## src/hw/rtl/sdci_pkg.sv

```systemverilog
// ----------------------------------------------------------------------------
// SD card init sequencer package
// Step codes, command constants, register indexes and the structs that pass
// between the sequencer's top level and its step logic.
// ----------------------------------------------------------------------------
package sdci_pkg;

	// Sequencer steps. Most steps name the command whose completion they await.
	typedef enum logic [4:0] {
		ST_IDLE  = 5'd0,
		ST_CMD0  = 5'd1,
		ST_CMD8  = 5'd2,
		ST_P55   = 5'd3,
		ST_A41   = 5'd4,
		ST_CMD58 = 5'd5,
		ST_CMD2  = 5'd6,
		ST_CMD3  = 5'd7,
		ST_CMD9  = 5'd8,
		ST_CMD7  = 5'd9,
		ST_CMD16 = 5'd10,
		ST_B55   = 5'd11,
		ST_A6    = 5'd12,
		ST_S55   = 5'd13,
		ST_A51   = 5'd14,
		ST_SCRW  = 5'd15,
		ST_FINAL = 5'd16
	} step_t;

	// Input event codes.
	localparam logic [1:0] ACT_START = 2'd0;
	localparam logic [1:0] ACT_DONE  = 2'd1;
	localparam logic [1:0] ACT_DATA  = 2'd2;
	localparam logic [1:0] ACT_TICK  = 2'd3;

	// Command completion status codes.
	localparam logic [1:0] STS_OK  = 2'd0;
	localparam logic [1:0] STS_CRC = 2'd2;

	// Result kinds.
	localparam logic [1:0] KIND_CMD    = 2'd0;
	localparam logic [1:0] KIND_SCR    = 2'd1;
	localparam logic [1:0] KIND_FINISH = 2'd2;

	// Finish codes.
	localparam logic [1:0] ERR_NONE = 2'd0;
	localparam logic [1:0] ERR_CRC  = 2'd1;
	localparam logic [1:0] ERR_CARD = 2'd2;
	localparam logic [1:0] ERR_DAT  = 2'd3;

	// Command indexes.
	localparam logic [5:0] CMD_GO_IDLE   = 6'd0;
	localparam logic [5:0] CMD_ALL_CID   = 6'd2;
	localparam logic [5:0] CMD_SEND_RCA  = 6'd3;
	localparam logic [5:0] ACMD_BUS_W    = 6'd6;
	localparam logic [5:0] CMD_SELECT    = 6'd7;
	localparam logic [5:0] CMD_IF_COND   = 6'd8;
	localparam logic [5:0] CMD_SEND_CSD  = 6'd9;
	localparam logic [5:0] CMD_BLOCKLEN  = 6'd16;
	localparam logic [5:0] ACMD_OP_COND  = 6'd41;
	localparam logic [5:0] ACMD_SEND_SCR = 6'd51;
	localparam logic [5:0] CMD_APP       = 6'd55;
	localparam logic [5:0] CMD_READ_OCR  = 6'd58;

	// Command arguments and response bit positions.
	localparam logic [31:0] IF_COND_ARG = 32'h0000_01AA;
	localparam logic [31:0] OP_COND_ARG = 32'h4030_0000;
	localparam logic [31:0] BLOCK_LEN   = 32'd512;
	localparam logic [31:0] BUS_W4_ARG  = 32'd2;
	localparam int          READY_POS   = 31;
	localparam int          CCS_POS     = 30;

	// Configuration port.
	localparam int CFG_INDEX_W = 2;
	localparam int CFG_DATA_W  = 20;
	localparam logic [CFG_INDEX_W-1:0] REG_CLOCK_SELECT  = 2'd0;
	localparam logic [CFG_INDEX_W-1:0] REG_WIDE_BUS      = 2'd1;
	localparam logic [CFG_INDEX_W-1:0] REG_ATTEMPT_LIMIT = 2'd2;
	localparam logic [CFG_INDEX_W-1:0] REG_WAIT_LIMIT    = 2'd3;
	localparam logic [7:0]  ATTEMPT_LIMIT_RST = 8'd200;
	localparam logic [19:0] WAIT_LIMIT_RST    = 20'd100000;

	typedef struct packed {
		logic        wide_bus;
		logic [7:0]  attempt_limit;
		logic [19:0] wait_limit;
	} cfg_t;

	typedef struct packed {
		logic [1:0]  action;
		logic [1:0]  cmd_status;
		logic [31:0] response_word;
		logic [31:0] data_word;
	} item_t;

	typedef struct packed {
		step_t       step;
		logic [7:0]  attempts;
		logic [19:0] wait_count;
		logic [31:0] ocr;
		logic        ccs;
		logic [15:0] rca;
		logic        scr_half;
	} seq_state_t;

	typedef struct packed {
		logic [1:0]  kind;
		logic [5:0]  cmd_index;
		logic [31:0] cmd_argument;
		logic        apply_clock;
		logic [31:0] word_out;
		logic [1:0]  error_code;
		logic        high_capacity;
		logic [31:0] ocr_value;
		logic [15:0] card_address;
	} result_t;

endpackage

```

## src/hw/rtl/sdci_channels.sv

```systemverilog
// ----------------------------------------------------------------------------
// SD card init sequencer channels
// Valid/ready channels for incoming events and outgoing results.
// ----------------------------------------------------------------------------
interface sdci_event_if;
	logic        valid;
	logic        ready;
	logic [1:0]  action;
	logic [1:0]  cmd_status;
	logic [31:0] response_word;
	logic [31:0] data_word;

	modport source (output valid, action, cmd_status, response_word, data_word,
		input ready);
	modport sink (input valid, action, cmd_status, response_word, data_word,
		output ready);
endinterface

interface sdci_result_if;
	logic        valid;
	logic        ready;
	logic [1:0]  kind;
	logic [5:0]  cmd_index;
	logic [31:0] cmd_argument;
	logic        apply_clock;
	logic [31:0] word_out;
	logic [1:0]  error_code;
	logic        high_capacity;
	logic [31:0] ocr_value;
	logic [15:0] card_address;

	modport source (output valid, kind, cmd_index, cmd_argument, apply_clock, word_out,
		error_code, high_capacity, ocr_value, card_address, input ready);
	modport sink (input valid, kind, cmd_index, cmd_argument, apply_clock, word_out,
		error_code, high_capacity, ocr_value, card_address, output ready);
endinterface

```

## src/hw/rtl/sdci_step.sv

```systemverilog
// ----------------------------------------------------------------------------
// SD card init sequencer step logic
// Combinational transition: from one event and the current sequencer state,
// forms the next state and at most one result beat.
// ----------------------------------------------------------------------------
module sdci_step import sdci_pkg::*; (
	input  item_t      item,
	input  seq_state_t cur,
	input  cfg_t       cfg,
	output seq_state_t nxt,
	output logic       has_result,
	output result_t    res
);

	logic        ok;
	logic        crc;
	logic [7:0]  att_inc;
	logic [31:0] rarg;

	// Status decode; any status other than ok or CRC behaves as a timeout.
	assign ok  = (item.cmd_status == STS_OK);
	assign crc = (item.cmd_status == STS_CRC);

	// The attempt counter saturates at its maximum.
	assign att_inc = (cur.attempts != 8'hFF) ? cur.attempts + 8'd1 : cur.attempts;

	// Addressed commands carry the RCA in the upper half of the argument.
	assign rarg = {cur.rca, 16'h0000};

	always_comb begin
		nxt              = cur;
		has_result       = 1'b0;
		res.kind         = KIND_CMD;
		res.cmd_index    = '0;
		res.cmd_argument = '0;
		res.apply_clock  = 1'b0;
		res.word_out     = '0;
		res.error_code   = ERR_NONE;

		case (item.action)
			// A start clears everything and issues the reset command.
			ACT_START: begin
				nxt.step       = ST_CMD0;
				nxt.attempts   = '0;
				nxt.wait_count = '0;
				nxt.ocr        = '0;
				nxt.ccs        = 1'b0;
				nxt.rca        = '0;
				nxt.scr_half   = 1'b0;
				has_result     = 1'b1;
				res.cmd_index  = CMD_GO_IDLE;
			end

			// A command completion advances the command sequence.
			ACT_DONE: begin
				has_result = 1'b1;
				case (cur.step)
					ST_CMD0: begin
						nxt.step         = ST_CMD8;
						res.cmd_index    = CMD_IF_COND;
						res.cmd_argument = IF_COND_ARG;
					end
					ST_CMD8: begin
						if (crc) begin
							nxt.step       = ST_IDLE;
							res.kind       = KIND_FINISH;
							res.error_code = ERR_CRC;
						end else begin
							nxt.step      = ST_P55;
							res.cmd_index = CMD_APP;
							res.word_out  = ok ? item.response_word : '0;
						end
					end
					ST_P55: begin
						nxt.step         = ST_A41;
						res.cmd_index    = ACMD_OP_COND;
						res.cmd_argument = OP_COND_ARG;
					end
					ST_A41: begin
						nxt.attempts = att_inc;
						if (crc) begin
							nxt.step       = ST_IDLE;
							res.kind       = KIND_FINISH;
							res.error_code = ERR_CRC;
						end else if (ok && item.response_word[READY_POS]) begin
							nxt.step      = ST_CMD58;
							res.cmd_index = CMD_READ_OCR;
						end else if (att_inc < cfg.attempt_limit) begin
							nxt.step      = ST_P55;
							res.cmd_index = CMD_APP;
						end else begin
							nxt.step       = ST_IDLE;
							res.kind       = KIND_FINISH;
							res.error_code = ERR_CARD;
						end
					end
					ST_CMD58: begin
						nxt.ocr = ok ? item.response_word : '0;
						nxt.ccs = ok & item.response_word[CCS_POS];
						if (crc) begin
							nxt.step       = ST_IDLE;
							res.kind       = KIND_FINISH;
							res.error_code = ERR_CRC;
						end else begin
							nxt.step        = ST_CMD2;
							res.cmd_index   = CMD_ALL_CID;
							res.apply_clock = 1'b1;
						end
					end
					ST_CMD2: begin
						if (crc) begin
							nxt.step       = ST_IDLE;
							res.kind       = KIND_FINISH;
							res.error_code = ERR_CRC;
						end else begin
							nxt.step      = ST_CMD3;
							res.cmd_index = CMD_SEND_RCA;
						end
					end
					ST_CMD3: begin
						if (ok) begin
							nxt.rca = item.response_word[31:16];
						end
						if (crc) begin
							nxt.step       = ST_IDLE;
							res.kind       = KIND_FINISH;
							res.error_code = ERR_CRC;
						end else begin
							nxt.step         = ST_CMD9;
							res.cmd_index    = CMD_SEND_CSD;
							res.cmd_argument = {nxt.rca, 16'h0000};
						end
					end
					ST_CMD9: begin
						if (crc) begin
							nxt.step       = ST_IDLE;
							res.kind       = KIND_FINISH;
							res.error_code = ERR_CRC;
						end else begin
							nxt.step         = ST_CMD7;
							res.cmd_index    = CMD_SELECT;
							res.cmd_argument = rarg;
						end
					end
					ST_CMD7: begin
						// Standard capacity cards need the block length set.
						if (!cur.ccs) begin
							nxt.step         = ST_CMD16;
							res.cmd_index    = CMD_BLOCKLEN;
							res.cmd_argument = BLOCK_LEN;
						end else begin
							nxt.step         = ST_B55;
							res.cmd_index    = CMD_APP;
							res.cmd_argument = rarg;
						end
					end
					ST_CMD16: begin
						nxt.step         = ST_B55;
						res.cmd_index    = CMD_APP;
						res.cmd_argument = rarg;
					end
					ST_B55: begin
						nxt.step         = ST_A6;
						res.cmd_index    = ACMD_BUS_W;
						res.cmd_argument = cfg.wide_bus ? BUS_W4_ARG : '0;
					end
					ST_A6: begin
						nxt.step         = ST_S55;
						res.cmd_index    = CMD_APP;
						res.cmd_argument = rarg;
					end
					ST_S55: begin
						nxt.step      = ST_A51;
						res.cmd_index = ACMD_SEND_SCR;
					end
					ST_A51: begin
						// The SCR read starts; the data words bring the results.
						nxt.step       = ST_SCRW;
						nxt.wait_count = '0;
						nxt.scr_half   = 1'b0;
						has_result     = 1'b0;
					end
					default: begin
						has_result = 1'b0;
					end
				endcase
			end

			// Each SCR data word is forwarded and restarts the wait timer.
			ACT_DATA: begin
				if (cur.step == ST_SCRW) begin
					nxt.wait_count = '0;
					nxt.scr_half   = ~cur.scr_half;
					if (cur.scr_half) begin
						nxt.step = ST_FINAL;
					end
					has_result   = 1'b1;
					res.kind     = KIND_SCR;
					res.word_out = item.data_word;
				end
			end

			// Ticks time the SCR wait and close the sequence after the last word.
			default: begin
				if (cur.step == ST_FINAL) begin
					nxt.step       = ST_IDLE;
					has_result     = 1'b1;
					res.kind       = KIND_FINISH;
					res.error_code = ERR_NONE;
				end else if (cur.step == ST_SCRW) begin
					if (cur.wait_count >= cfg.wait_limit) begin
						nxt.step       = ST_IDLE;
						has_result     = 1'b1;
						res.kind       = KIND_FINISH;
						res.error_code = ERR_DAT;
					end else begin
						nxt.wait_count = cur.wait_count + 20'd1;
					end
				end
			end
		endcase

		// Every result reports the captured card registers after this event.
		res.high_capacity = nxt.ccs;
		res.ocr_value     = nxt.ocr;
		res.card_address  = nxt.rca;
	end

endmodule

```

## src/hw/rtl/sd_card_init_sequencer_core.sv

```systemverilog
// ----------------------------------------------------------------------------
// SD card init sequencer core
// Events wait in the input register, result beats in the result register.
// Throughput: one event per cycle while the result side keeps taking beats;
// the bound is the single step of the sequencer state register.
// Reset clears the sequence state and the capture registers and returns the
// settings to their default values.
// ----------------------------------------------------------------------------
module sd_card_init_sequencer_core import sdci_pkg::*; (
	input  logic                   clk,
	input  logic                   arst_n,
	sdci_event_if.sink             events,
	sdci_result_if.source          results,
	input  logic                   cfg_we,
	input  logic [CFG_INDEX_W-1:0] cfg_index,
	input  logic [CFG_DATA_W-1:0]  cfg_data
);

	item_t      item_s1;
	logic       valid_s1;
	seq_state_t state_q;
	seq_state_t state_nxt;
	cfg_t       cfg_q;
	result_t    res;
	result_t    res_q;
	logic       has_result;
	logic       out_valid_q;
	logic       out_free;
	logic       advance;

	// The held event moves on when the result register can take its beat.
	assign out_free      = !out_valid_q || results.ready;
	assign advance       = valid_s1 && out_free;
	assign events.ready  = !valid_s1 || advance;

	// Input register.
	always_ff @(posedge clk or negedge arst_n) begin
		if (!arst_n) begin
			valid_s1 <= 1'b0;
		end else if (events.ready) begin
			valid_s1 <= events.valid;
		end
	end

	always_ff @(posedge clk) begin
		if (events.valid && events.ready) begin
			item_s1.action        <= events.action;
			item_s1.cmd_status    <= events.cmd_status;
			item_s1.response_word <= events.response_word;
			item_s1.data_word     <= events.data_word;
		end
	end

	// Settings. A write to the clock speed code changes nothing in this block.
	always_ff @(posedge clk or negedge arst_n) begin
		if (!arst_n) begin
			cfg_q.wide_bus      <= 1'b0;
			cfg_q.attempt_limit <= ATTEMPT_LIMIT_RST;
			cfg_q.wait_limit    <= WAIT_LIMIT_RST;
		end else if (cfg_we) begin
			case (cfg_index)
				REG_WIDE_BUS:      cfg_q.wide_bus      <= cfg_data[0];
				REG_ATTEMPT_LIMIT: cfg_q.attempt_limit <= cfg_data[7:0];
				REG_WAIT_LIMIT:    cfg_q.wait_limit    <= cfg_data;
				REG_CLOCK_SELECT:  cfg_q.wide_bus      <= cfg_q.wide_bus;
				default:           cfg_q.wide_bus      <= cfg_q.wide_bus;
			endcase
		end
	end

	// Step logic.
	sdci_step u_step (
		.item       (item_s1),
		.cur        (state_q),
		.cfg        (cfg_q),
		.nxt        (state_nxt),
		.has_result (has_result),
		.res        (res)
	);

	// Sequencer state register.
	always_ff @(posedge clk or negedge arst_n) begin
		if (!arst_n) begin
			state_q.step       <= ST_IDLE;
			state_q.attempts   <= '0;
			state_q.wait_count <= '0;
			state_q.ocr        <= '0;
			state_q.ccs        <= 1'b0;
			state_q.rca        <= '0;
			state_q.scr_half   <= 1'b0;
		end else if (advance) begin
			state_q <= state_nxt;
		end
	end

	// Result register.
	always_ff @(posedge clk or negedge arst_n) begin
		if (!arst_n) begin
			out_valid_q <= 1'b0;
		end else if (out_free) begin
			out_valid_q <= advance && has_result;
		end
	end

	always_ff @(posedge clk) begin
		if (advance && has_result) begin
			res_q <= res;
		end
	end

	assign results.valid         = out_valid_q;
	assign results.kind          = res_q.kind;
	assign results.cmd_index     = res_q.cmd_index;
	assign results.cmd_argument  = res_q.cmd_argument;
	assign results.apply_clock   = res_q.apply_clock;
	assign results.word_out      = res_q.word_out;
	assign results.error_code    = res_q.error_code;
	assign results.high_capacity = res_q.high_capacity;
	assign results.ocr_value     = res_q.ocr_value;
	assign results.card_address  = res_q.card_address;

	// A start event always yields the reset command on the next cycle.
	a_start_issues_cmd0: assert property (@(posedge clk) disable iff (!arst_n)
		advance && item_s1.action == ACT_START |=>
		results.valid && results.kind == KIND_CMD && results.cmd_index == CMD_GO_IDLE)
		else $error("start event did not issue the reset command");

	// A held event waits unchanged while the result side is stalled.
	a_stall_holds_item: assert property (@(posedge clk) disable iff (!arst_n)
		valid_s1 && !out_free |=> valid_s1 && $stable(item_s1))
		else $error("held event lost during result stall");

	// Events are refused only while a held event waits on a full result register.
	a_ready_low_cause: assert property (@(posedge clk) disable iff (!arst_n)
		!events.ready |-> valid_s1 && out_valid_q && !results.ready)
		else $error("event side stalled without cause");

endmodule

```

## src/flat_wrapper.sv

```systemverilog
// flat-port wrapper written by rule: the top's interface ports become plain ports
module sd_card_init_sequencer_core_flat import sdci_pkg::*;
  (clk, arst_n, cfg_we, cfg_index, cfg_data, events_valid, events_action, events_cmd_status, events_response_word, events_data_word, events_ready, results_valid, results_kind, results_cmd_index, results_cmd_argument, results_apply_clock, results_word_out, results_error_code, results_high_capacity, results_ocr_value, results_card_address, results_ready);
  sdci_event_if events_i ();
  sdci_result_if results_i ();
  input  logic clk;
  input  logic arst_n;
  input  logic cfg_we;
  input  logic [CFG_INDEX_W-1:0] cfg_index;
  input  logic [CFG_DATA_W-1:0] cfg_data;
  input wire logic [$bits(events_i.valid)-1:0] events_valid;
  input wire logic [$bits(events_i.action)-1:0] events_action;
  input wire logic [$bits(events_i.cmd_status)-1:0] events_cmd_status;
  input wire logic [$bits(events_i.response_word)-1:0] events_response_word;
  input wire logic [$bits(events_i.data_word)-1:0] events_data_word;
  output wire logic [$bits(events_i.ready)-1:0] events_ready;
  output wire logic [$bits(results_i.valid)-1:0] results_valid;
  output wire logic [$bits(results_i.kind)-1:0] results_kind;
  output wire logic [$bits(results_i.cmd_index)-1:0] results_cmd_index;
  output wire logic [$bits(results_i.cmd_argument)-1:0] results_cmd_argument;
  output wire logic [$bits(results_i.apply_clock)-1:0] results_apply_clock;
  output wire logic [$bits(results_i.word_out)-1:0] results_word_out;
  output wire logic [$bits(results_i.error_code)-1:0] results_error_code;
  output wire logic [$bits(results_i.high_capacity)-1:0] results_high_capacity;
  output wire logic [$bits(results_i.ocr_value)-1:0] results_ocr_value;
  output wire logic [$bits(results_i.card_address)-1:0] results_card_address;
  input wire logic [$bits(results_i.ready)-1:0] results_ready;
  assign events_i.valid = events_valid;
  assign events_i.action = events_action;
  assign events_i.cmd_status = events_cmd_status;
  assign events_i.response_word = events_response_word;
  assign events_i.data_word = events_data_word;
  assign events_ready = events_i.ready;
  assign results_valid = results_i.valid;
  assign results_kind = results_i.kind;
  assign results_cmd_index = results_i.cmd_index;
  assign results_cmd_argument = results_i.cmd_argument;
  assign results_apply_clock = results_i.apply_clock;
  assign results_word_out = results_i.word_out;
  assign results_error_code = results_i.error_code;
  assign results_high_capacity = results_i.high_capacity;
  assign results_ocr_value = results_i.ocr_value;
  assign results_card_address = results_i.card_address;
  assign results_i.ready = results_ready;
  sd_card_init_sequencer_core u_core (.clk(clk), .arst_n(arst_n), .events(events_i), .results(results_i), .cfg_we(cfg_we), .cfg_index(cfg_index), .cfg_data(cfg_data));
endmodule
```

## config.mk

```make
export PLATFORM = sky130hd
export DESIGN_NAME = sd_card_init_sequencer_core_flat
export DESIGN_NICKNAME = d
export VERILOG_FILES = /design/src/hw/rtl/sdci_pkg.sv /design/src/hw/rtl/sdci_channels.sv /design/src/hw/rtl/sdci_step.sv /design/src/hw/rtl/sd_card_init_sequencer_core.sv /design/src/flat_wrapper.sv
export SDC_FILE = /design/constraint.sdc
export NUM_CORES = 1
export LEC_CHECK = 0
export BUFFER_PORTS_ARGS = -buffer_cell sky130_fd_sc_hd__buf_2
export CAP_MARGIN = 20
export CORE_MARGIN = 1
export CORE_UTILIZATION = 30
export DETAILED_ROUTE_END_ITERATION = 6
export PLACE_DENSITY_LB_ADDON = 0.25
export SLEW_MARGIN = 40
export SYNTH_ARGS = -nofsm -noshare
export SYNTH_HDL_FRONTEND = slang
export SYNTH_SLANG_ARGS = --single-unit
```

## constraint.sdc

```tcl
create_clock -name clk -period 9.55 [get_ports clk]
set_input_delay 0.4775 -clock clk [delete_from_list [all_inputs] [get_ports clk]]
set_output_delay 0.4775 -clock clk [all_outputs]
set_load 0.05 [all_outputs]
```

== Word-level counts from Yosys, hierarchy flattened ==
Index checks and enable logic that the tools add are counted.

* Register bits: 306
* Latch bits: 0
* RAM bits: 0
* Memory bits (read-only): 0
* Input port bits: 95
* Output and inout bits: 126
* Word-level logic and storage cells: 160
* Memories: 0

* $add $sub $neg: 2
* Multipliers: 0
* Divide/modulo/power cells: 0
* Magnitude comparators: 2
* Equality and inequality tests: 30
* Shifts and indexed selects: 0
* Muxes and demuxes: 73
* Bitwise gates (word level): 2
* Reductions and logical operators: 26

{| class="wikitable"
|+ Operators by type and width
! operator !! number
|-
| 32-bit case mux with 7 select lines || 1
|-
| 32-bit 2-to-1 mux || 4
|-
| 20-bit 2-to-1 mux || 5
|-
| 49-bit case mux with 2 select lines || 1
|-
| 6-bit case mux with 12 select lines || 1
|-
| 5-bit case mux with 14 select lines || 1
|-
| 32-bit case mux with 2 select lines || 1
|-
| 20-bit case mux with 3 select lines || 1
|-
| 5-bit by 4-bit equality test with 1-bit output, second input constant || 8
|-
| 38-bit 2-to-1 mux || 1
|-
| 36-bit 2-to-1 mux || 1
|-
| 35-bit 2-to-1 mux || 1
|-
| 33-bit 2-to-1 mux || 1
|-
| 16-bit 2-to-1 mux || 2
|-
| 2-bit 2-to-1 mux || 16
|-
| 5-bit 2-to-1 mux || 5
|-
| 6-bit 2-to-1 mux || 4
|-
| 20-bit by 1-bit adder with 20-bit output, second input constant || 1
|-
| 5-bit by 3-bit equality test with 1-bit output, second input constant || 4
|-
| 20-bit greater-or-equal comparator || 1
|-
| 8-bit 2-to-1 mux || 2
|-
| 8-bit case mux with 2 select lines || 1
|-
| 15-bit by 1-bit inequality test with 1-bit output, second input constant || 1
|-
| 5-bit case mux with 3 select lines || 1
|-
| 34 further kinds || 70
|}

== Longest topological paths before layout ==
* Depth in word-level cells: 8
* Depth in mapped cells: 14
* Mapped depth without buffers: 13

== Modules after synthesis ==
Synthesis repeated with hierarchy kept, for this count alone.

* Cells, all modules: 1,264
* Area total of the unflattened synthesis: 15,328.5 µm²

{| class="wikitable"
|+ By module, submodules not included
! module !! instances !! cells an instance !! area each (µm²) !! seq. area each (µm²)
|-
| sd_card_init_sequencer_core || 1 || 442 || 10,408.7 || 8,629.5
|-
| sdci_step || 1 || 822 || 4,919.7 || 0.0
|}

== Least setup slack after synthesis ==
OpenSTA, ideal clock, no wires.

* Path kind: register -> register
* Start: register u_core.cfg_q[15] (netlist name)
* End: register u_core.res_q, in the netlist u_core.results.apply_clock, enable pin
* Setup time: 0.483 ns
* Arrival: 4.205 ns
* Data required time: 9.067 ns
* Setup slack: 4.862 ns
* Cell stages (with the launch flop): 10
* Path buffers: 0
* Clock period less this slack: 4.688 ns
* Cells stage by stage: dfstp_2 > inv_1 > ha_1 > o21ai_0 > o21ai_1 > o21bai_1 > a21oi_1 > nand2_1 > nand3_1 > and3_1

* Longest elaborated chain between the ends: 6

{| class="wikitable"
|+ Ends and longest elaborated chain
! what !! RTL line !! RTL
|-
| from (decl) || sd_card_init_sequencer_core.sv:23 || <nowiki>cfg_t cfg_q;</nowiki>
|-
| 20-bit greater-or-equal comparator || sdci_step.sv:211 || <nowiki>if (cur.wait_count >= cfg.wait_limit) begin</nowiki>
|-
| 1-bit 2-to-1 mux || sdci_step.sv:211 ||
|-
| 1-bit 2-to-1 mux || sdci_step.sv:210 || <nowiki>end else if (cur.step == ST_SCRW) begin</nowiki>
|-
| 1-bit 2-to-1 mux || sdci_step.sv:205 || <nowiki>if (cur.step == ST_FINAL) begin</nowiki>
|-
| 1-bit case mux with 3 select lines || sdci_step.sv:40 || <nowiki>case (item.action)</nowiki>
|-
| 1-bit logical AND || sd_card_init_sequencer_core.sv:106 || <nowiki>if (advance && has_result) begin</nowiki>
|-
| to (signal assigned) || sd_card_init_sequencer_core.sv:107 || <nowiki>res_q <= res;</nowiki>
|-
| to (decl) || sd_card_init_sequencer_core.sv:25 || <nowiki>result_t res_q;</nowiki>
|}

No other way between the ends.
A chain may end at the register's enable or synchronous reset.

== Final worst setup path ==
* Start: register u_core.cfg_q[15] (netlist name)
* End: register u_core.res_q, in the netlist u_core.results.error_code[0], enable pin

Same word-level chain as after synthesis.

==> flow_metrics.tcl <==
set metrics [dict create \
    status "complete, no violations" \
    cts_buffers 36 \
    die_width_um 218.2 \
    grt_pass1_vias 10320 \
    clock-sinks 293 \
    ctsRootBufferMaster "clkbuf_16" \
    drv_slew 0 \
    die_area_mm2 0.04760 \
    hpwl_um 25990 \
    grt_max_degree 72 \
    utilization_pct 37.11 \
    period_needed_ns 3.647 \
    skew_ns 0.01682 \
    crit_type "reg2reg" \
    preCtsSetupSlack_ns 5.799 \
    final-setup-viol-count 0 \
    fin_nets 1545 \
    relSlewSlack_pct 46.46 \
    p_leak_nw 6.712 \
    worstMarginPinSlew_ns 0.8031 \
    fin_setup_tns_ns 0 \
    finalCritPeriodShare_pct 38.19 \
    syn_area_mm2 0.01402 \
    yosysUniqueCellTypes 76 \
    initial_utilization_pct 30.63 \
    power-per-cell-area_mw_per_mm2 225.3 \
    synthArstFlopShare_pct 38.91 \
    io_buffer_count 210 \
    cts.hold.buffers_added 1 \
    num_rows 78 \
    cts.repair.resized 0 \
    cp_max_fo 52 \
    grt_setup_unrepaired "false" \
    pin_count 221 \
    timing.final.ws_setup_ns 5.903 \
    drc 0 \
    rr_worst_depth 11 \
    final_common_cell "buf_2" \
    cts_buffer_depth 3 \
    dr.pass1.iters 5 \
    synth_cells 1226 \
    critPathArrivalTime_ns 3.81 \
    synth_seq_area_share_pct 58.76 \
    tritoncts "done" \
    cp-end-kind "register" \
    drv_cap 0 \
    wl_per_cell_um 19.37 \
    h-tree-depth 2 \
    max_freq_mhz 274.2 \
    syn_area_per_cell_um2 11.44 \
    clk_pin_slew_worst_paths_ns 0.06 \
    grt.total_usage_pct 16.53 \
    place.gp.congestion 0.8721 \
    syn_to_final_growth_pct 21.14 \
    antenna_found_initial 0 \
    crit_required_ns 9.72 \
    synth_edf_count 179 \
    drive_above_1_share_pct 23.89 \
    grt-ovfl-total 0 \
    start_kind "register" \
    first_iter_violations 808 \
    hold_class "in2reg" \
    die_h_um 218.2 \
    hold_viol 0 \
    layout_common_cells "buf_2, edfxtp_1, a22o_1, nand2_1, dfrtp_1" \
    hold_ws_ns 0.1050 \
    ys_seq_elements 293 \
    hold_depth 1 \
    grt_pass1_wl_um 60460 \
    ir_drop_v 0.0001365 \
    antenna_left 0 \
    synthFlopType "edfxtp_1" \
    clk_latency_ns 0.54 \
    vias 10570 \
    post_cts_buffers 0 \
    viasPerCell 5.170 \
    core-area_mm2 0.04577 \
    wl_um 39600 \
    yosysWarnings 0 \
]
-- report_power, final --
| part | total (mW) | switching [mW] | internal, mW |
|---|---|---|---|
| clock network | 1.39 | 0.548 | 0.845 |
| logic | 0.787 | 0.534 | 0.253 |
| registers | 1.65 | 0.126 | 1.52 |
-- layout make-up --
type / instances / area [um^2]
Clock buffer: 51 / 1040
Tap cell: 600 / 750.7
Inverter: 38 / 142.6
Fill cell: 4477 / 28790
Antenna cell: 1 / 2.502
Multi-Input combinational cell: 819 / 5378
Timing Repair Buffer: 228 / 1267
Clock inverter: 15 / 162.7
Sequential cell: 293 / 8242
-- cell families (layout without fill, tap and decap cells) --
kind of cell / count (synthesis) / count (layout) / share of synthesized area [%]
DFF: 293 / 293 / 58.76
xor gates and xnor gates: 3 / 3 / 0.1874
muxes: 32 / 32 / 2.561
other: 1 / 11 / 0.02675
and+or+nand+nor: 350 / 350 / 12.15
buffers and inverters: 123 / 332 / 3.793
AOI/OAI and AO/OA: 390 / 390 / 19.49
adders and majority gates: 34 / 34 / 3.034
-- flip-flops by register name, summed over array words and instances (netlist names) --
register and count:
u_core.state_q 83, u_core.cfg_q 29, u_core.valid_s1 1, u_core.results.high_capacity 1, u_core.results.kind 2, u_core.results.ocr_value 32
u_core.results.valid 1, u_core.results.card_address 16, u_core.results.apply_clock 1, u_core.item_s1 68, u_core.results.word_out 32, u_core.results.cmd_argument 19
u_core.results.cmd_index 6, u_core.results.error_code 2
-- routing by layer --
layer | global-route usage [%] | wire (um)
met5 | 0 | 0
met4 | 5.781 | 999
met3 | 2.630 | 2283
met2 | 25.95 | 18060
met1 | 23.02 | 18260
-- path summary, 6_finish.rpt --
check	start	endpoint	slack [ns]
setup / recovery	u_core.cfg_q[15]$_DFFE_PN1P_	u_core.results.error_code[0]$_DFFE_PP_	5.90
hold / removal	events_response_word[8]	u_core.item_s1[40]$_DFFE_PP_	0.10
setup reg to reg	u_core.cfg_q[15]$_DFFE_PN1P_	u_core.results.error_code[0]$_DFFE_PP_	5.90
hold reg to reg	u_core.cfg_q[8]$_DFFE_PN0P_	u_core.cfg_q[8]$_DFFE_PN0P_	0.51
max in group asynchronous	arst_n	u_core.cfg_q[18]$_DFFE_PN0P_	8.24
min in group asynchronous	arst_n	u_core.state_q[71]$_DFFE_PN0P_	0.37
-- worst max-delay path, stage by stage, from the launching register on --
cell,delay [ns]
dfstp_2,0.52
inv_1,0.04
ha_1,0.27
o21ai_0,0.08
o21ai_1,0.33
o21bai_1,0.16
a21oi_1,0.20
nand2_1,0.11
nand3_1,0.13
and3_4,0.48
buf_12,0.29
buf_4,0.60
-- synthesized netlist by cell type, drive strengths merged (5+ instances only) --
master / count / area [um^2]
mux2: 31 / 349.1
buf: 26 / 167.7
a22o: 126 / 1104
o211ai: 5 / 37.54
a211oi: 5 / 37.54
a21boi: 9 / 67.56
nand3: 33 / 165.2
nor2b: 46 / 287.8
a21o: 5 / 37.54
a22oi: 31 / 232.7
nand2b: 11 / 68.82
clkbuf: 59 / 221.5
edfxtp: 179 / 5375
nand2: 123 / 461.7
o31ai: 11 / 82.58
a31oi: 5 / 31.28
o21ai: 112 / 571.8
dfrtp: 105 / 2628
and3: 10 / 62.56
dfstp: 9 / 236.5
and2: 12 / 75.07
nor3: 18 / 100.1
a21oi: 48 / 240.2
nand4: 7 / 43.79
ha: 34 / 425.4
inv: 38 / 142.6
or3: 5 / 31.28
nor2: 65 / 244.0
-- per-stage QoR --
| step | power, mW | instances | instance area (um^2) |
|---|---|---|---|
| after floorplan | 2.224 | 1235 | 14050 |
| after global placement | 2.435 | 1972 | 15620 |
| after detailed placement | 2.455 | 1976 | 15730 |
| after CTS | 3.867 | 2043 | 16950 |
| after global routing | 4.002 | 2044 | 16980 |
| final | 3.826 | 2045 | 16990 |
Note: power is estimated with default switching activity, not from simulation.
